==> config.mk <==
export PLATFORM = sky130hd
export DESIGN_NAME = atrp_gain
export DESIGN_NICKNAME = d
export VERILOG_FILES = /design/src/sv/atrp_pkg.sv /design/src/sv/atrp_gain.sv
export SDC_FILE = /design/constraint.sdc
export NUM_CORES = 1
export LEC_CHECK = 0
export BUFFER_PORTS_ARGS = -buffer_cell sky130_fd_sc_hd__buf_4
export CAP_MARGIN = 20
export CORE_MARGIN = 4
export CORE_UTILIZATION = 30
export CTS_CLUSTER_SIZE = 28
export DETAILED_ROUTE_END_ITERATION = 10
export HOLD_SLACK_MARGIN = 0.12
export PLACE_DENSITY = 0.48
export SLEW_MARGIN = 20
export SYNTH_ARGS = -nofsm -noshare
export SYNTH_HDL_FRONTEND = slang
export SYNTH_SLANG_ARGS = --single-unit
==> constraint.sdc <==
create_clock -name clk -period 17.2 [get_ports clk]
set_clock_uncertainty 0.1 [all_clocks]
set_input_delay 5.16 -clock clk [delete_from_list [all_inputs] [get_ports clk]]
set_output_delay 5.16 -clock clk [all_outputs]
set_load 0.01 [all_outputs]
==> src/sv/atrp_pkg.sv <==
// Shared types, constants and the angle table for the accelerometer tilt block.
// Used by the CORDIC cell, the gain stage and the top level; depends on nothing.
package atrp_pkg;

  localparam int ANGLE_FRAC_BITS = 7;
  localparam int CORDIC_STAGES   = 16;
  localparam int GUARD_BITS      = 8;
  localparam int TAB_FRAC_BITS   = 20;
  localparam int TAB_LEN         = 24;
  localparam int N_STAGES        = (CORDIC_STAGES < TAB_LEN) ? CORDIC_STAGES : TAB_LEN;

  // Vector datapath and angle accumulator widths
  localparam int DW  = 28;
  localparam int AW  = 31;
  localparam int AWX = AW + 1;
  localparam int SHW = $clog2(TAB_LEN);

  // 1/K in Q30
  localparam int GAIN_W = 30;
  localparam logic [GAIN_W-1:0] INV_GAIN_Q30 = GAIN_W'(652032874);

  localparam int OUT_SH = TAB_FRAC_BITS - ANGLE_FRAC_BITS;

  typedef logic signed [DW-1:0] data_t;
  typedef logic signed [AW-1:0] angle_t;

  typedef struct packed {
    logic               zero;
    logic signed [15:0] word;
  } carry_t;

  localparam angle_t HALF_TURN = angle_t'(180 * (2 ** TAB_FRAC_BITS));

  // atan(2^-i) in degrees, Q20
  localparam angle_t ATAN_TAB [TAB_LEN] = '{
    angle_t'(47185920), angle_t'(27855475), angle_t'(14718068), angle_t'(7471121),
    angle_t'(3750058),  angle_t'(1876857),  angle_t'(938658),   angle_t'(469357),
    angle_t'(234682),   angle_t'(117342),   angle_t'(58671),    angle_t'(29335),
    angle_t'(14668),    angle_t'(7334),     angle_t'(3667),     angle_t'(1833),
    angle_t'(917),      angle_t'(458),      angle_t'(229),      angle_t'(115),
    angle_t'(57),       angle_t'(29),       angle_t'(14),       angle_t'(7)
  };

  // Round half up to the output LSB, then clamp to +-limit_deg degrees.
  function automatic logic signed [15:0] round_sat(input angle_t ang, input int limit_deg);
    logic signed [AWX-1:0] sum;
    logic signed [AWX-1:0] r;
    logic signed [AWX-1:0] lim;
    sum = AWX'(ang) + AWX'(2 ** (OUT_SH - 1));
    r   = sum >>> OUT_SH;
    lim = AWX'(limit_deg * (2 ** ANGLE_FRAC_BITS));
    if (r > lim) r = lim;
    if (r < -lim) r = -lim;
    return r[15:0];
  endfunction

endpackage

==> src/sv/atrp_gain.sv <==
// Stage between the two CORDIC passes: removes the CORDIC gain from the roll
// magnitude, builds the pitch vector and rounds the roll angle. Depends on atrp_pkg.
module atrp_gain (
  input  logic              clk,
  input  logic              rst,
  input  logic              en,
  input  logic              in_valid,
  input  atrp_pkg::data_t   x_in,
  input  atrp_pkg::angle_t  ang_in,
  input  atrp_pkg::carry_t  carry_in,
  output logic              out_valid,
  output atrp_pkg::data_t   x2,
  output atrp_pkg::data_t   y2,
  output logic signed [15:0] roll_q
);
  import atrp_pkg::*;

  localparam int MW = DW - 1;
  localparam int PW = MW + GAIN_W;

  logic [PW-1:0]      mag_ext;
  logic [PW-1:0]      prod;
  logic [PW-1:0]      prod_rnd;
  data_t              x2_next;
  data_t              y2_next;
  logic signed [15:0] roll_next;

  always_comb begin
    // clamp a negative magnitude to zero
    mag_ext   = x_in[DW-1] ? '0 : PW'(x_in[MW-1:0]);
    prod      = mag_ext * PW'(INV_GAIN_Q30);
    prod_rnd  = prod + (PW'(1) << (GAIN_W - 1));
    x2_next   = data_t'({1'b0, prod_rnd[PW-1:GAIN_W]});
    y2_next   = -(data_t'(carry_in.word) <<< GUARD_BITS);
    roll_next = carry_in.zero ? 16'sd0 : round_sat(ang_in, 180);
  end

  always_ff @(posedge clk) begin
    if (rst) begin
      out_valid <= 1'b0;
    end else if (en) begin
      out_valid <= in_valid;
    end
  end

  always_ff @(posedge clk) begin
    if (en) begin
      x2     <= x2_next;
      y2     <= y2_next;
      roll_q <= roll_next;
    end
  end

endmodule
[Word level (Yosys, flattened, before mapping)]
Index checks and enable logic that the tools add are counted.
Storage, ports and cells
  output and inout port bits: 73
  register bits after elaboration: 72
Cells by class
  reductions and logical operators: 1
  muxes and demuxes: 3
  $add $sub $neg: 3
  order comparisons: 2
  multipliers: 1
Operators with widths (number)
  adder 57 x 30 -> 57 bit, second input constant: 1
  multiplier 57 x 29 -> 56 bit, second input constant: 1
  2-to-1 mux 57 bit: 1
  adder 31 x 14 -> 32 bit, second input constant: 1
  < comparator 32 x 16 -> 1 bit, second input constant: 1
  2-to-1 mux 32 bit: 1
  negation 24 -> 28 bit: 1
  greater-than comparator 19 x 16 -> 1 bit, second input constant: 1
  2-to-1 mux 16 bit: 1
  OR reduction 2 bit: 1

[Logic depth before layout (Yosys ltp)]
  depth in word-level cells: 5
  depth in mapped cells: 35

[Worst setup path before layout]
Ideal clock, no wire load.
  kind: in2reg
  from: input x_in[27]
  to: register x2[25], data pin
  buffers on the path: 3
  slack: 1.513 ns
  required time: 16.832 ns
  arrival: 15.320 ns
  library setup time: 0.268 ns
  stages on the path: 30
  path through: clkbuf_1 -> nand2b_1 -> clkbuf_1 -> inv_1 -> ha_1 -> inv_1 -> fa_1 -> inv_1 -> fa_1 -> fa_1 -> inv_1 -> fa_1 -> fa_1 -> fa_1 -> inv_1 -> fa_1 -> inv_1 -> ha_1 -> clkbuf_1 -> nand4_1 -> nor4_1 -> o21ai_0 -> o22a_1 -> mux2i_1 -> a2111oi_2 -> and3_1 -> nand2_1 -> nor4_1 -> nand3_1 -> xnor3_1
On the way
  word-level cells in the longest chain between the ends: 3
Ends and longest elaborated chain
  start: declaration: line atrp_gain.sv:8  | input atrp_pkg::data_t x_in,
  2-to-1 mux 57 bit: line atrp_gain.sv:30  | mag_ext = x_in[DW-1] ? '0 : PW'(x_in[MW-1:0]);
  multiplier 57 x 29 -> 56 bit: line atrp_gain.sv:31  | prod = mag_ext * PW'(INV_GAIN_Q30);
  adder 57 x 30 -> 57 bit: line atrp_gain.sv:32  | prod_rnd = prod + (PW'(1) << (GAIN_W - 1));
  via prod_rnd[55]: line atrp_gain.sv:23  | logic [PW-1:0] prod_rnd;
  end signal: assignment: line atrp_gain.sv:48  | x2 <= x2_next;
  end: declaration: line atrp_gain.sv:12  | output atrp_pkg::data_t x2,
The timed path passes the listed nets, and every way through them passes these cells.
A chain may end at the register's enable or synchronous reset.

[Final worst setup path]
Ends and elaborated chain as after synthesis.

==> flow_summary.html <==
<table>
<tr><th>Metric</th><th>Value</th></tr>
<tr><th colspan="2">Route</th></tr>
<tr><td>Number of routed nets with antenna violations</td><td>0</td></tr>
<tr><td>Drc violations</td><td>0</td></tr>
<tr><td>Iteration count of the initial detailed-routing pass</td><td>7</td></tr>
<tr><td>DRC violation total after the first TritonRoute iteration</td><td>roughly 730</td></tr>
<tr><td>Average detailed-routed wire length per instance</td><td>roughly 19 µm</td></tr>
<tr><td>Mean number of vias per cell</td><td>4.73</td></tr>
<tr><td>Vias</td><td>roughly 16000</td></tr>
<tr><td>Total wirelength of the detailed-routed design</td><td>~63000 µm</td></tr>
<tr><th colspan="2">Logic synthesis</th></tr>
<tr><td>Synth area leader</td><td>sky130_fd_sc_hd__fa_1</td></tr>
<tr><td>Yosys warning count</td><td>0</td></tr>
<tr><td>Most area-consuming cells after synthesis</td><td>sky130_fd_sc_hd__fa_1 (39%), sky130_fd_sc_hd__ha_1 (14%), sky130_fd_sc_hd__inv_1 (9.8%), sky130_fd_sc_hd__edfxtp_1 (8.8%), sky130_fd_sc_hd__xnor2_1 (4.4%)</td></tr>
<tr><td>Commonest cells in the synthesized netlist</td><td>sky130_fd_sc_hd__inv_1 (561), sky130_fd_sc_hd__fa_1 (417), sky130_fd_sc_hd__ha_1 (233)</td></tr>
<tr><td>Sequential share of the synthesized area</td><td>8.90%</td></tr>
<tr><td>Area of the mapped netlist</td><td>approximately 21000 µm²</td></tr>
<tr><td>Post-synthesis instance total</td><td>~2300</td></tr>
<tr><td>Number of storage elements in the synthesis netlist</td><td>64</td></tr>
<tr><td>Async set-reset flop share out of synthesis</td><td>0%</td></tr>
<tr><td>Top-area cell type share of the netlist area</td><td>38.9%</td></tr>
<tr><td>Top_reg_cell synth</td><td>sky130_fd_sc_hd__edfxtp_1</td></tr>
<tr><td>Distinct cells, synth</td><td>85</td></tr>
<tr><td>Count of flip-flops with a built-in enable after synthesis</td><td>63</td></tr>
<tr><td>Most frequent cell after synthesis</td><td>sky130_fd_sc_hd__inv_1</td></tr>
<tr><td>Per-instance average area after synthesis</td><td>roughly 9.4 µm²</td></tr>
<tr><th colspan="2">Placement</th></tr>
<tr><td>Dpl cells</td><td>approximately 3300</td></tr>
<tr><td>Global placer's final weighted congestion</td><td>about 0.9</td></tr>
<tr><td>Hpwl dp</td><td>~55000 µm</td></tr>
<tr><td>Port Buf Inserts</td><td>131</td></tr>
<tr><th colspan="2">Die</th></tr>
<tr><td>Std cell rows</td><td>between 90 and 100</td></tr>
<tr><td>Chip Height</td><td>around 280 µm</td></tr>
<tr><td>Ports</td><td>153</td></tr>
<tr><td>Width of the chip</td><td>between 200 and 300 µm</td></tr>
<tr><td>Core region area</td><td>just over 70000 µm²</td></tr>
<tr><td>Total Die Area</td><td>roughly 76000 µm²</td></tr>
<tr><td>Starting utilization of the core area</td><td>a little under a third</td></tr>
<tr><th colspan="2">GRT</th></tr>
<tr><td>Via count of the first global-routing pass</td><td>approximately 17000</td></tr>
<tr><td>Maximum number of pins on one net before global-route repair</td><td>65</td></tr>
<tr><td>Total GRT Usage</td><td>between 10% and 20%</td></tr>
<tr><td>Remaining global-route overflow</td><td>0</td></tr>
<tr><td>Antenna violations before repair</td><td>0</td></tr>
<tr><td>First-pass GRT wire length</td><td>99400 µm</td></tr>
<tr><th colspan="2">Worst hold path</th></tr>
<tr><td>Hold path start</td><td>out_valid</td></tr>
<tr><td>Hold WC Path Type</td><td>reg2reg</td></tr>
<tr><th colspan="2">Worst setup path</th></tr>
<tr><td>Crit. Startpoint</td><td>x_in[27]</td></tr>
<tr><td>Crit path arrival time</td><td>about 15000 ps</td></tr>
<tr><td>Element type at the critical path end</td><td>flop</td></tr>
<tr><td>Crit Path Max Fanout</td><td>53</td></tr>
<tr><td>Startpoint of the lowest-slack register-to-register path</td><td>out_valid</td></tr>
<tr><td>Highest cell delay on the worst timing path</td><td>around 630 ps</td></tr>
<tr><td>Setup slack, reg-to-reg</td><td>16520 ps</td></tr>
<tr><td>Startpoint types</td><td>primary input</td></tr>
<tr><td>CP top delay family</td><td>adder cells</td></tr>
<tr><td>Start-to-end type of the worst setup path</td><td>in2reg</td></tr>
<tr><td>Data required time of the worst path</td><td>between 15000 and 20000 ps</td></tr>
<tr><td>WP buf/inv</td><td>9</td></tr>
<tr><td>Cell with the largest stage delay on the worst path</td><td>sky130_fd_sc_hd__fa_1</td></tr>
<tr><th colspan="2">STA</th></tr>
<tr><td>Final Slew Violations</td><td>0</td></tr>
<tr><td>Worst-Margin Slew</td><td>around 1100 ps</td></tr>
<tr><td>Setup repair after global routing missed its margin</td><td>no</td></tr>
<tr><td>Share of the clock period used by the worst path after layout</td><td>between 80% and 90%</td></tr>
<tr><td>Number of setup violations in the final report</td><td>0</td></tr>
<tr><td>Achievable Freq</td><td>around 66 MHz</td></tr>
<tr><td>Accumulated negative setup slack</td><td>0 ps</td></tr>
<tr><td>Tmin final</td><td>approximately 15000 ps</td></tr>
<tr><td>Number of failing hold endpoints at the final stage</td><td>0</td></tr>
<tr><td>Smallest hold slack</td><td>between 300 and 400 ps</td></tr>
<tr><td>Worst slew margin</td><td>~30%</td></tr>
<tr><th colspan="2">Clocking</th></tr>
<tr><td>Number of gates resized after cts</td><td>0</td></tr>
<tr><td>TritonCTS Buffers</td><td>9</td></tr>
<tr><td>CTS max path bufs</td><td>2</td></tr>
<tr><td>Clock H-tree levels</td><td>3</td></tr>
<tr><td>TritonCTS clock tree</td><td>yes</td></tr>
<tr><td>Buffer type at the clock tree root</td><td>sky130_fd_sc_hd__clkbuf_16</td></tr>
<tr><td>Hold_buf cts</td><td>0</td></tr>
<tr><td>Number of sinks on the clock net</td><td>64</td></tr>
<tr><td>Clock latency on the worst-skew pair</td><td>around 320 ps</td></tr>
<tr><td>Post-CTS setup buffer count</td><td>0</td></tr>
<tr><td>Clock edge transition at the registers on the reported setup and hold paths</td><td>~50 ps</td></tr>
<tr><th colspan="2">Layout</th></tr>
<tr><td>Utilization after layout</td><td>approximately a third</td></tr>
<tr><td>Layout cell share with drive strength beyond 1</td><td>8.23%</td></tr>
<tr><td>Combined area of the multi-input logic cells</td><td>17100 µm²</td></tr>
<tr><td>Fillcell total</td><td>7269</td></tr>
<tr><td>Number of cells in the finished layout apart from fillers</td><td>between 3000 and 4000</td></tr>
<tr><td>Signed area change from the synthesized netlist to the final layout</td><td>10.3%</td></tr>
<tr><td>Register area</td><td>around 1900 µm²</td></tr>
<tr><td>Antenna cell count</td><td>0</td></tr>
<tr><td>Number of nets in the layout</td><td>between 3000 and 4000</td></tr>
<tr><th colspan="2">Outcome</th></tr>
<tr><td>Run status</td><td>complete, no violations</td></tr>
<tr><th colspan="2">Flow run</th></tr>
<tr><td>Max Cap Violations</td><td>0</td></tr>
</table>
==> tightest hold or removal path: stages (launching register included) <==
cell and delay (ps):
sky130_fd_sc_hd__dfxtp_1 320, sky130_fd_sc_hd__mux2i_1 60, sky130_fd_sc_hd__nor2_1 70
==> layout make-up <==
type | count | share of cell area (%)
Timing Repair Buffer | 142 | 4.50
Clock inverter | 6 | 0.386
Sequential cell | 64 | 8.07
Multi-Input combinational cell | 1575 | 72.2
Clock buffer | 10 | 0.967
Inverter | 561 | 8.89
Tap cell | 940 | 4.97
==> state kept, by name, indices dropped and copies added, names as in the netlist <==
register / count
x2: 27
y2: 20
out_valid: 1
roll_q: 16
==> per-layer routing <==
layer  up-vias  global-route usage [%]  part of all wire, %
met3        49                    1.97                  3.0
met2       259                    30.0                   50
li1       7318                       -                    -
met1      7988                    22.9                   45
met5         -                       0                    0
met4         0                    2.16                  1.4
==> metrics by stage <==
step / worst slack, ps / instance area, µm²
6_report: 2040 / 23700
5_1_grt: 1520 / 23700
4_1_cts: 2000 / 23700
3_5_place_dp: 1660 / 23400
3_3_place_gp: 1850 / 23400
2_1_floorplan: 1510 / 21500
==> cells in the final DEF, fill, tap and decap left out, types with 10 or more instances in the layout <==
cell type,netlist,layout
sky130_fd_sc_hd__or3_1,10,10
sky130_fd_sc_hd__nor2b_1,33,31
sky130_fd_sc_hd__ha_1,233,233
sky130_fd_sc_hd__nand4_1,22,22
sky130_fd_sc_hd__nor3_1,26,26
sky130_fd_sc_hd__nor4_1,15,15
sky130_fd_sc_hd__xnor2_1,109,109
sky130_fd_sc_hd__or2_2,11,11
sky130_fd_sc_hd__o211ai_1,14,14
sky130_fd_sc_hd__o21ai_0,49,49
sky130_fd_sc_hd__xor2_1,39,39
sky130_fd_sc_hd__and2_1,39,39
sky130_fd_sc_hd__nor2_1,113,113
sky130_fd_sc_hd__a21o_1,25,25
sky130_fd_sc_hd__edfxtp_1,63,63
sky130_fd_sc_hd__nand2b_1,24,23
sky130_fd_sc_hd__and3_1,16,16
sky130_fd_sc_hd__nand3_1,33,33
sky130_fd_sc_hd__nand2_1,107,107
sky130_fd_sc_hd__inv_1,561,561
sky130_fd_sc_hd__buf_4,11,142
sky130_fd_sc_hd__fa_1,417,417
sky130_fd_sc_hd__a21oi_1,80,80
==> kinds of logic after synthesis <==
| family | share of synthesized area [%] |
|---|---|
| xor+xnor | 6.14 |
| simple gates | 11.6 |
| flops | 8.90 |
| fa+ha+maj | 52.5 |
| compound gates | 8.83 |
| buf+inv | 11.6 |
| other cells | 0.0175 |
| mux | 0.420 |
==> path summary, 6_finish.rpt <==
kind | endpoint | cells after the start
setup reg to reg | out_valid | 2
setup / recovery | x2[25] | 30
hold / removal | out_valid | 2
hold reg to reg | out_valid | 2
Power is left out: the tool's default activity adds up to more than one toggle a clock period on the data nets, which glitch-free logic cannot reach.
