### config.mk
export PLATFORM = sky130hd
export DESIGN_NAME = atrp_cell
export DESIGN_NICKNAME = d
export VERILOG_FILES = /design/src/sv/atrp_pkg.sv /design/src/sv/atrp_cell.sv
export SDC_FILE = /design/constraint.sdc
export NUM_CORES = 1
export LEC_CHECK = 0
export ABC_AREA = 0
export BUFFER_PORTS_ARGS = -buffer_cell sky130_fd_sc_hd__buf_4
export CORE_MARGIN = 2
export CORE_UTILIZATION = 52
export DETAILED_ROUTE_END_ITERATION = 10
export GPL_ROUTABILITY_DRIVEN = 0
export PLACE_DENSITY_LB_ADDON = 0.1
export SETUP_SLACK_MARGIN = 0.15
export SKIP_CTS_REPAIR_TIMING = 1
export SLEW_MARGIN = 0
export SYNTH_ARGS = -nofsm -noshare
export SYNTH_HDL_FRONTEND = slang
export SYNTH_SLANG_ARGS = --single-unit
export TNS_END_PERCENT = 10
### constraint.sdc
create_clock -name clk -period 7.2 [get_ports clk]
set_clock_uncertainty 0.05 [all_clocks]
set_input_delay 1.8 -clock clk [delete_from_list [all_inputs] [get_ports clk]]
set_output_delay 1.8 -clock clk [all_outputs]
set_load 0.1 [all_outputs]
### src/sv/atrp_pkg.sv
// Shared types, constants and the angle table for the accelerometer tilt block.
// Used by the CORDIC cell, the gain stage and the top level; depends on nothing.
package atrp_pkg;

  localparam int ANGLE_FRAC_BITS = 7;
  localparam int CORDIC_STAGES   = 16;
  localparam int GUARD_BITS      = 8;
  localparam int TAB_FRAC_BITS   = 20;
  localparam int TAB_LEN         = 24;
  localparam int N_STAGES        = (CORDIC_STAGES < TAB_LEN) ? CORDIC_STAGES : TAB_LEN;

  // Vector datapath and angle accumulator widths
  localparam int DW  = 28;
  localparam int AW  = 31;
  localparam int AWX = AW + 1;
  localparam int SHW = $clog2(TAB_LEN);

  // 1/K in Q30
  localparam int GAIN_W = 30;
  localparam logic [GAIN_W-1:0] INV_GAIN_Q30 = GAIN_W'(652032874);

  localparam int OUT_SH = TAB_FRAC_BITS - ANGLE_FRAC_BITS;

  typedef logic signed [DW-1:0] data_t;
  typedef logic signed [AW-1:0] angle_t;

  typedef struct packed {
    logic               zero;
    logic signed [15:0] word;
  } carry_t;

  localparam angle_t HALF_TURN = angle_t'(180 * (2 ** TAB_FRAC_BITS));

  // atan(2^-i) in degrees, Q20
  localparam angle_t ATAN_TAB [TAB_LEN] = '{
    angle_t'(47185920), angle_t'(27855475), angle_t'(14718068), angle_t'(7471121),
    angle_t'(3750058),  angle_t'(1876857),  angle_t'(938658),   angle_t'(469357),
    angle_t'(234682),   angle_t'(117342),   angle_t'(58671),    angle_t'(29335),
    angle_t'(14668),    angle_t'(7334),     angle_t'(3667),     angle_t'(1833),
    angle_t'(917),      angle_t'(458),      angle_t'(229),      angle_t'(115),
    angle_t'(57),       angle_t'(29),       angle_t'(14),       angle_t'(7)
  };

  // Round half up to the output LSB, then clamp to +-limit_deg degrees.
  function automatic logic signed [15:0] round_sat(input angle_t ang, input int limit_deg);
    logic signed [AWX-1:0] sum;
    logic signed [AWX-1:0] r;
    logic signed [AWX-1:0] lim;
    sum = AWX'(ang) + AWX'(2 ** (OUT_SH - 1));
    r   = sum >>> OUT_SH;
    lim = AWX'(limit_deg * (2 ** ANGLE_FRAC_BITS));
    if (r > lim) r = lim;
    if (r < -lim) r = -lim;
    return r[15:0];
  endfunction

endpackage

### src/sv/atrp_cell.sv
// One CORDIC vectoring stage with its pipeline register.
// Depends on atrp_pkg; shift amount and table step arrive as tied-off ports.
module atrp_cell (
  input  logic                     clk,
  input  logic                     rst,
  input  logic                     en,
  input  logic                     in_valid,
  input  atrp_pkg::data_t          x_in,
  input  atrp_pkg::data_t          y_in,
  input  atrp_pkg::angle_t         ang_in,
  input  atrp_pkg::carry_t         carry_in,
  input  logic [atrp_pkg::SHW-1:0] shift,
  input  atrp_pkg::angle_t         step,
  output logic                     out_valid,
  output atrp_pkg::data_t          x_out,
  output atrp_pkg::data_t          y_out,
  output atrp_pkg::angle_t         ang_out,
  output atrp_pkg::carry_t         carry_out
);
  import atrp_pkg::*;

  data_t  xs;
  data_t  ys;
  data_t  x_next;
  data_t  y_next;
  angle_t ang_next;

  always_comb begin
    xs = x_in >>> shift;
    ys = y_in >>> shift;
    if (!y_in[DW-1]) begin
      x_next   = x_in + ys;
      y_next   = y_in - xs;
      ang_next = ang_in + step;
    end else begin
      x_next   = x_in - ys;
      y_next   = y_in + xs;
      ang_next = ang_in - step;
    end
  end

  always_ff @(posedge clk) begin
    if (rst) begin
      out_valid <= 1'b0;
    end else if (en) begin
      out_valid <= in_valid;
    end
  end

  always_ff @(posedge clk) begin
    if (en) begin
      x_out     <= x_next;
      y_out     <= y_next;
      ang_out   <= ang_next;
      carry_out <= carry_in;
    end
  end

endmodule

== Word-level counts from Yosys, hierarchy flattened ==
Index checks and enable logic that the tools add are counted.

* $add $sub $neg: 6
* Shift operators: 2
* Muxes and demuxes: 3

{| class="wikitable"
|+ Operators with widths
! operator !! number
|-
| 28-bit adder || 2
|-
| 28-bit 2-to-1 mux || 2
|-
| 28-bit by 5-bit >>> shifter with 28-bit output || 2
|-
| 28-bit subtractor || 2
|-
| 31-bit adder || 1
|-
| 31-bit 2-to-1 mux || 1
|-
| 31-bit subtractor || 1
|}

* Register bits: 105
* Input bits: 144
* Logic and storage cells: 17

== Longest topological paths before layout ==
Gate-level depths: netlist (run 1).

* Depth after elaboration: 3
* Mapped depth: 26
* Mapped depth without buffers: 20

== Least setup slack after synthesis (run 1) ==
No wires, ideal clock.

* Path type: input to register
* From: in shift[0] (netlist name)
* To: reg x_out[27] (data pin)
* Arrival time: 6687 ps
* Setup slack: 202 ps
* Stages: 23
* Buffers on the path: 5
* Path through: buf_6 -> buf_4 -> buf_6 -> buf_2 -> mux4_2 -> mux2_2 -> a22oi_1 -> o21a_1 -> ha_1 -> and4_1 -> nand4_1 -> nor4bb_1 -> clkbuf_1 -> nand2_1 -> nand3_1 -> ha_1 -> and2_1 -> a221o_1 -> and2_1 -> a2111oi_0 -> o31a_1 -> o21ai_0 -> xnor2_1

* Longest elaborated chain between the ends: 3

{| class="wikitable"
|+ Ends and longest elaborated chain
! what !! line !! text
|-
| start: declaration || atrp_cell.sv:12 || <nowiki>input logic [atrp_pkg::SHW-1:0] shift,</nowiki>
|-
| 28-bit by 5-bit >>> shifter with 28-bit output (*) || atrp_cell.sv:30 || <nowiki>ys = y_in >>> shift;</nowiki>
|-
| 28-bit adder / 28-bit subtractor (equally long branches) || atrp_cell.sv:32, atrp_cell.sv:36 ||
|-
| 28-bit 2-to-1 mux (*) || atrp_cell.sv:31 || <nowiki>if (!y_in[DW-1]) begin</nowiki>
|-
| named net x_next[27] || atrp_cell.sv:24 || <nowiki>data_t x_next;</nowiki>
|-
| end signal: assignment || atrp_cell.sv:52 || <nowiki>x_out <= x_next;</nowiki>
|-
| end: declaration || atrp_cell.sv:15 || <nowiki>output atrp_pkg::data_t x_out,</nowiki>
|}

The timed path passes the listed nets; every way through them passes the cells marked *.
A chain may end at the register's enable or synchronous reset.

== Worst setup path after layout (run 1) ==
Same ends and word-level chain as after synthesis.

==> flow_summary.toml, run 1 <==
[route]
drtPass1Iterations = 6
wirelength_mm = 38.6
drt-initial-drc-count = 1023
drc = 0
vias = 11940
ant_nets = 0
post_drt_wl_per_cell_um = 20.2
vias_per_cell = 6.24

[placement]
place_hpwl_mm = 30.1
dp_cells = 1894
place_area_mm2 = 0.0151
io_buffers = 248

[final_layout]
drive_gt1_share_pct = 28.3
final_cells = 1913
antenna_cells = 0
nets = 1822
final_cell_area_mm2 = 0.0155
fill_cells = 2085
synthToLayoutAreaGrowth_pct = 21.6

[synthesis]
netlist_top_cells_count = "nor2_1, a21oi_1, edfxtp_1"
yosysMostFrequentCell = "nor2_1"
syn_inst = 1318
ys_types = 86
yosys_warnings = 0
synth_top_area_share_pct = 24.5
ys_seq_area_share_pct = 24.7
syn_area_per_cell_um2 = 9.67
synthArstFlopShare_pct = 0
syn_area_mm2 = 0.0127
netlist_top_cells_area = "edfxtp_1, mux4_2, ha_1"
synth_edf_count = 104
synth_fp_nets = 1556
synth_ff_type = "edfxtp_1"
yosysTopAreaCell = "edfxtp_1"
ys_ff_latch = 105

[sta]
rsz0062_at_grt = "false"
slew_violations = 0
finalSetupViolCount = 0
fin_crit_ps = 6750
slew_headroom_pct = 41.9
hold_viol = 0
max_freq_mhz = 148
tightest_slew_ps = 870
layout_worst_path_cycle_share_pct = 93.7

[clock_network]
h-tree-depth = 3
clock_path_buffers = 2
cts_buffers = 9
clk_pin_slew_ps = 90
tritoncts = "built"
clk_root_buffer_cell = "clkbuf_16"
cts_sinks = 105
clock_latency_ps = 370

[floorplanning]
die_w_um = 161
die_y_um = 161
start_util_pct = 52.7
rows = 57
ios = 249
coreArea_mm2 = 0.0242
dieArea_mm2 = 0.0258

[grt]
grt_pass1_wl_mm = 60.1
grt-ovfl-total = 0
grt_max_degree = 55
grt_pass1_vias = 11345
antenna_found_initial = 0
grt_usage_pct = 29.2

[setup_path]
critical_path_class = "primary input to register"
cp_slowest_cell = "mux4_1"
worstPathCellList = "buf_4, mux4_1, mux4_2, a222oi_1, buf_4, ha_1, and4_1, nand4_1, xnor2_1, o21ai_0, ha_1, a21o_1, a21o_1, a21o_1, a221o_1, and2_1, a2111oi_1, buf_4, o31a_1, o21ai_0, xnor2_1"
cp-end-kind = "register"
slowest_delay_ps = 600
worstPathMaxFanout = 11
crit_path_start_kind = "primary input"
worstPathArrival_ps = 6800
worstPathRequired_ps = 7260

[pwr]
p_leak_nw = 6.52
vdd_drop_max_mv = 0.228
pwr_density_cell_mw_per_mm2 = 251

[min_path]
min_path_type = "register to register"

[status]
outcome = "finished, final reports clean"

[job]
drv_cap = 0
==> routing by layer <==
metal	global-route usage, %	routed length, µm	vias up
met4	11.8	1570	0
met3	7.59	4020	111
li1	-	-	5612
met2	46.6	17600	645
met5	0	0	-
met1	37.9	15400	5572
==> power by group <==
part	total, W	leakage (nW)	internal, W	switching (W)
registers	0.000902	1.03	0.000862	0.0000403
clock network	0.000547	0.157	0.000281	0.000266
logic	0.00244	5.33	0.000738	0.00170
==> cells by family (layout without fill, tap and decap cells) <==
kind of cell / after synthesis / after routing / synth area share [%]
adder cells (fa/ha/maj): 94 / 94 / 9.40
buffers and inverters: 111 / 382 / 5.13
multiplexers: 128 / 128 / 17.7
AO/OA/AOI/OAI: 356 / 356 / 18.5
flip-flops: 105 / 105 / 24.7
XOR/XNOR: 142 / 142 / 9.76
AND/OR/NAND/NOR: 382 / 382 / 14.9
==> through the flow <==
stage / setup slack, ps / hold WS, ps / TNS [ps] / power (W) / utilization (%)
final: 455 / 486 / 0 / 0.00388 / 64.1
after global routing: 156 / 540 / 0 / 0.00406 / 64.1
after CTS: 260 / 495 / 0 / 0.00387 / 63.7
after detailed placement: -104 / 482 / -158 / 0.00332 / 62.4
after global placement: -152 / 438 / -236 / 0.00329 / 62.4
after floorplan: 202 / 921 / 0 / 0.00276 / -
==> worst max-delay path: cells and delay by family <==
family	cells	cell delay (ps)
fa+ha+maj	2	530
mux	2	1080
buf+inv	3	570
xor+xnor	2	370
compound gates	9	1880
simple gates	3	590
==> cell usage in the layout, fill, tap and decap left out, types with 33 or more instances in the layout <==
cell type	count
inv_1	48
edfxtp_1	104
nor2_1	126
mux4_2	56
mux2i_1	33
buf_4	310
nand2_1	85
o21ai_0	56
ha_1	91
xor2_1	40
xnor2_1	102
a21oi_1	109
==> area by class of cell <==
cell class                      count  area, µm²  area share, %
Inverter                           50        193           1.24
Sequential cell                   105       3140           20.3
Multi-Input combinational cell   1102       9000           58.1
Clock inverter                      7       95.1          0.613
Clock buffer                        9        225           1.45
Timing Repair Buffer              316       2430           15.7
Tap cell                          324        405           2.62
==> final timing paths <==
path	startpoint	end	slack [ps]	cells past startpoint
worst min-delay path	out_valid	out_valid	490	2
worst min register to register	out_valid	out_valid	490	2
worst max register to register	out_valid	out_valid	6550	2
worst max-delay path	shift[0]	x_out[27]	450	21
==> sequential cells by signal (all words and copies together), names as in the netlist <==
signal / flops
out_valid: 1
x_out: 28
carry_out: 17
y_out: 28
ang_out: 31
No activity file was read; power rests on OpenSTA's default activity.
==> run 2, diff against run 1 <==
--- a/config.mk
+++ b/config.mk
@@ -12,6 +12,7 @@
 export DETAILED_ROUTE_END_ITERATION = 10
 export GPL_ROUTABILITY_DRIVEN = 0
 export PLACE_DENSITY_LB_ADDON = 0.1
+export RECOVER_POWER = 25
 export SETUP_SLACK_MARGIN = 0.15
 export SKIP_CTS_REPAIR_TIMING = 1
 export SLEW_MARGIN = 0
==> run 2 against run 1 <==
Net effect:
- the run now ends with max-capacitance violations, max-slew violations left
- die area is the same
- sequential share of layout area grew 0.054 points
- utilization shrank 0.17 points
- worst setup slack lost 42 ps
- critical path type unchanged
- largest cell class unchanged
==> flow_summary.toml, run 2 (synthesis results as in run 1) <==
[final_layout]
nets = 1822
final_cell_mix = "buf_4, nor2_1, a21oi_1, edfxtp_1, xnor2_1"
antenna_cells = 0
final_cells = 1913
largest_reg_flops = 31
top_register = "ang_out"
final_common_cell = "buf_4"
drive_gt1_share_pct = 27.6
reg_top3 = "ang_out (31), x_out (28), y_out (28)"
synthToLayoutAreaGrowth_pct = 21.3

[min_path]
min_path_type = "register to register"
min_from = "out_valid"
whs_path_depth = 2

[sta]
layout_worst_path_cycle_share_pct = 94.3
slew_violations = 53
finalSetupViolCount = 0
fin_crit_ps = 6790
max_freq_mhz = 147
rsz0062_at_grt = "false"
hold_viol = 0
slew_headroom_pct = -99.9
tns_ps = 0
tightest_slew_ps = 3000

[clock_network]
cts_buffers = 9
clock_latency_ps = 360
tritoncts = "built"
clock_path_buffers = 2
clk_pin_slew_ps = 90
h-tree-depth = 3
clk_root_buffer_cell = "clkbuf_16"
cts_sinks = 105

[setup_path]
worstPathMaxFanout = 11
startpoint = "shift[0]"
crit_path_start_kind = "primary input"
worstReg2RegStart = "out_valid"
critical_path_class = "primary input to register"
reg2reg_depth = 2
worstPathRequired_ps = 7260
cp-end-kind = "register"
worstPathArrival_ps = 6840

[grt]
grt_max_degree = 55
grt_pass1_vias = 11345
grt_usage_pct = 29.2
grt_pass1_wl_mm = 60.1
grt-ovfl-total = 0
antenna_found_initial = 0

[floorplanning]
start_util_pct = 52.7
die_y_um = 161
coreArea_mm2 = 0.0242
rows = 57
dieArea_mm2 = 0.0258
die_w_um = 161
ios = 249

[status]
outcome = "finished, violations left"
violations = "max-capacitance violations, max-slew violations"

[placement]
dp_cells = 1894
place_hpwl_mm = 30.1
io_buffers = 248

[route]
drc = 0
post_drt_wl_per_cell_um = 20.2
vias_per_cell = 6.25
drtPass1Iterations = 6
ant_nets = 0
vias = 11951
drt-initial-drc-count = 1069
wirelength_mm = 38.6

[job]
drv_cap = 1

[pwr]
vdd_drop_max_mv = 0.229
total_power_w = 0.00388
p_leak_nw = 6.47
pwr_density_cell_mw_per_mm2 = 251
-- run 2: changes by cell type in the layout (fill, tap and decap cells not counted) --
cell	previous run	this run
buf_4	310	282
clkbuf_4	0	17
clkbuf_1	0	11
-- run 2: area by class of cell --
class | instances | area (µm²)
fillers | 2094 | 8720
flip-flops and latches | 105 | 3140
multi-input cells | 1102 | 9000
well taps | 324 | 405
clock inverters | 7 | 95.1
inverters | 50 | 193
repair buffers | 316 | 2390
clock buffers | 9 | 225
-- run 2: stage by stage --
step                      setup slack, ps  instance area (µm²)  util [%]  hold slack (ps)
final                                 413                15500      63.9              485
after global routing                  156                15500      63.9              540
after CTS                             260                15400      63.7              495
after detailed placement             -104                15100      62.4              482
after global placement               -152                15100      62.4              438
after floorplan                       202                12700         -              921
-- run 2: worst paths after layout --
| path | endpoint | slack, ps |
|---|---|---|
| worst max-delay path | x_out[27] | 410 |
| worst min-delay path | out_valid | 490 |
| worst max register to register | out_valid | 6490 |
| worst min register to register | out_valid | 490 |
-- run 2: power by group --
group / switching, W / total, W / internal, W
logic: 0.00170 / 0.00243 / 0.000727
registers: 0.0000402 / 0.000903 / 0.000863
clock network: 0.000267 / 0.000548 / 0.000281
-- run 2: per-layer routing --
metal  share of wire [%]  track usage (%)  up-vias
li1                    -                -     5612
met1                  40             37.9     5561
met2                  45             46.6      672
met3                  11             7.59      106
met4                 4.0             11.8        0
met5                   0                0        -
-- run 2: worst max-delay path, stage by stage --
cell	delay, ps
buf_4	220
mux4_1	610
mux4_2	480
a222oi_1	280
buf_4	190
ha_1	160
and4_1	220
nand4_1	210
xnor2_1	220
o21ai_0	100
ha_1	370
a21o_1	190
a21o_1	170
a21o_1	180
a221o_1	330
and2_1	160
a2111oi_1	370
buf_4	180
o31a_1	150
o21ai_0	120
xnor2_1	150
==> run 3, diff against run 2 <==
--- a/config.mk
+++ b/config.mk
@@ -8,7 +8,7 @@
 export ABC_AREA = 0
 export BUFFER_PORTS_ARGS = -buffer_cell sky130_fd_sc_hd__buf_4
 export CORE_MARGIN = 2
-export CORE_UTILIZATION = 52
+export CORE_UTILIZATION = 35
 export DETAILED_ROUTE_END_ITERATION = 10
 export GPL_ROUTABILITY_DRIVEN = 0
 export PLACE_DENSITY_LB_ADDON = 0.1
==> run 3 against run 2 <==
Net effect:
- the run still ends with max-capacitance violations, max-slew violations left
- design area increased by 2.1%
- flip-flop and latch count unchanged
- highest routed layer is now met5
- critical path depth increased by 1
- hold slack got worse by 32 ps
- power increased by 0.13%
- clock power decreased by 5.8%
- sequential power about the same
- via count decreased by 0.59%
==> flow_summary.toml, run 3 (synthesis results as in run 1) <==
[min_path]
min_path_type = "register to register"

[floorplanning]
dieArea_mm2 = 0.0380
coreArea_mm2 = 0.0357
ios = 249
die_w_um = 195
die_y_um = 195
start_util_pct = 35.7
rows = 69

[pwr]
seq_power_share_pct = 23.3
pwr_density_cell_mw_per_mm2 = 246
p_leak_nw = 6.60
p_int_w = 0.00186
p_clk_share_pct = 13.3
combPwrFrac_pct = 63.4
p_sw_w = 0.00202
switching_share_pct = 52.1
vdd_drop_max_mv = 0.207

[setup_path]
critical_path_class = "primary input to register"
worstPathMaxFanout = 33
crit_path_start_kind = "primary input"
worstPathRequired_ps = 7290
worstPathArrival_ps = 6880
cp-end-kind = "register"
reg2reg_slack_ps = 6530

[clock_network]
tritoncts = "built"
clock_path_buffers = 2
cts_buffers = 9
h-tree-depth = 3
cts_sinks = 105
clk_pin_slew_ps = 80
clk_root_buffer_cell = "clkbuf_16"
clock_latency_ps = 380

[sta]
rsz0062_at_grt = "true"
finalSetupViolCount = 0
layout_worst_path_cycle_share_pct = 94.3
tightest_slew_ps = 2840
max_freq_mhz = 147
slew_violations = 49
hold_viol = 0
fin_crit_ps = 6790
slew_headroom_pct = -89.4
tns_ps = 0

[route]
vias = 11881
vias_per_cell = 5.70
drc = 0
wirelength_mm = 42.0
drt-initial-drc-count = 907
post_drt_wl_per_cell_um = 20.2
ant_nets = 0
drtPass1Iterations = 6

[final_layout]
top_register = "ang_out"
fill_cells = 3527
final_cell_mix = "buf_4, nor2_1, a21oi_1, edfxtp_1, xnor2_1"
largest_reg_flops = 31
drive_gt1_share_pct = 28.3
reg_top3 = "ang_out (31), x_out (28), y_out (28)"
final_common_cell = "buf_4"
nets = 1856
multi_input_area_mm2 = 0.00896
final_cell_area_mm2 = 0.0158
synthToLayoutAreaGrowth_pct = 23.8
regArea_mm2 = 0.00314

[grt]
met1_usage_pct = 29.6
grt_pass1_wl_mm = 64.8
grt_pass1_vias = 11364
met3_usage_pct = 3.73
grt_max_degree = 59
grt-ovfl-total = 0
met2_usage_pct = 34.8
grt.busiest_layer = "met2"
grt_usage_pct = 21.8
antenna_found_initial = 2

[status]
outcome = "finished, violations left"
violations = "max-capacitance violations, max-slew violations"

[job]
drv_cap = 1

[placement]
place_area_mm2 = 0.0155
io_buffers = 248
place_hpwl_mm = 33.4
[run 3: cell count changes in the layout (fill, tap and decap cells not counted), moves of 2 or more]
| cell | before | now |
|---|---|---|
| inv_6 | 2 | 5 |
| clkbuf_1 | 11 | 15 |
| buf_4 | 282 | 315 |
| buf_6 | 2 | 0 |
[run 3: per-layer routing]
metal  part of all wire (%)  up-vias
met4                    2.9        2
met3                    6.7       77
met5                  0.036        -
met1                     45     5660
li1                       -     5661
met2                     45      481
[run 3: area by class of cell]
cell class,instances,share of cell area [%]
diodes,1,0.0159
clock buffers,9,1.43
clock inverters,7,0.420
inverters,50,1.22
multi-input cells,1102,56.8
flip-flops and latches,105,19.9
well taps,461,3.66
repair buffers,350,16.5
[run 3: power groups by stage]
stage	registers, W	clock network, W	logic, W
after floorplan	0.00187	0	0.000893
after global placement	0.000918	0	0.00246
after detailed placement	0.000919	0	0.00246
after CTS	0.000908	0.000541	0.00247
after global routing	0.000920	0.000558	0.00261
final	0.000905	0.000516	0.00246
[run 3: critical path, cell delays in order]
cell,delay [ps]
buf_4,270
buf_12,250
mux4_2,550
mux2_2,290
mux4_2,540
a211oi_4,230
and4_4,260
buf_4,130
nand2_1,60
nor2_1,110
a211o_1,140
ha_1,250
a21o_1,190
a21oi_1,220
a21boi_0,290
a221oi_2,130
o41ai_1,280
buf_4,200
o211ai_1,120
a31oi_1,270
o21bai_1,110
xor2_1,140
[run 3: metrics by stage]
step | hold slack [ps] | power [W] | setup slack, ps | cells | util [%]
floorplan | 921 | 0.00276 | 202 | 1318 | -
global placement | 439 | 0.00338 | 13.0 | 2067 | 43.4
detailed placement | 440 | 0.00338 | -26.9 | 2067 | 43.4
CTS | 460 | 0.00392 | 375 | 2083 | 44.2
global route | 506 | 0.00409 | 129 | 2085 | 44.1
finish | 453 | 0.00388 | 411 | 2085 | 44.1
[run 3: worst paths after layout]
| check | start | to | cells after the start |
|---|---|---|---|
| max | shift[1] | y_out[25] | 22 |
| min | out_valid | out_valid | 2 |
| max reg2reg | out_valid | out_valid | 2 |
| min reg2reg | out_valid | out_valid | 2 |
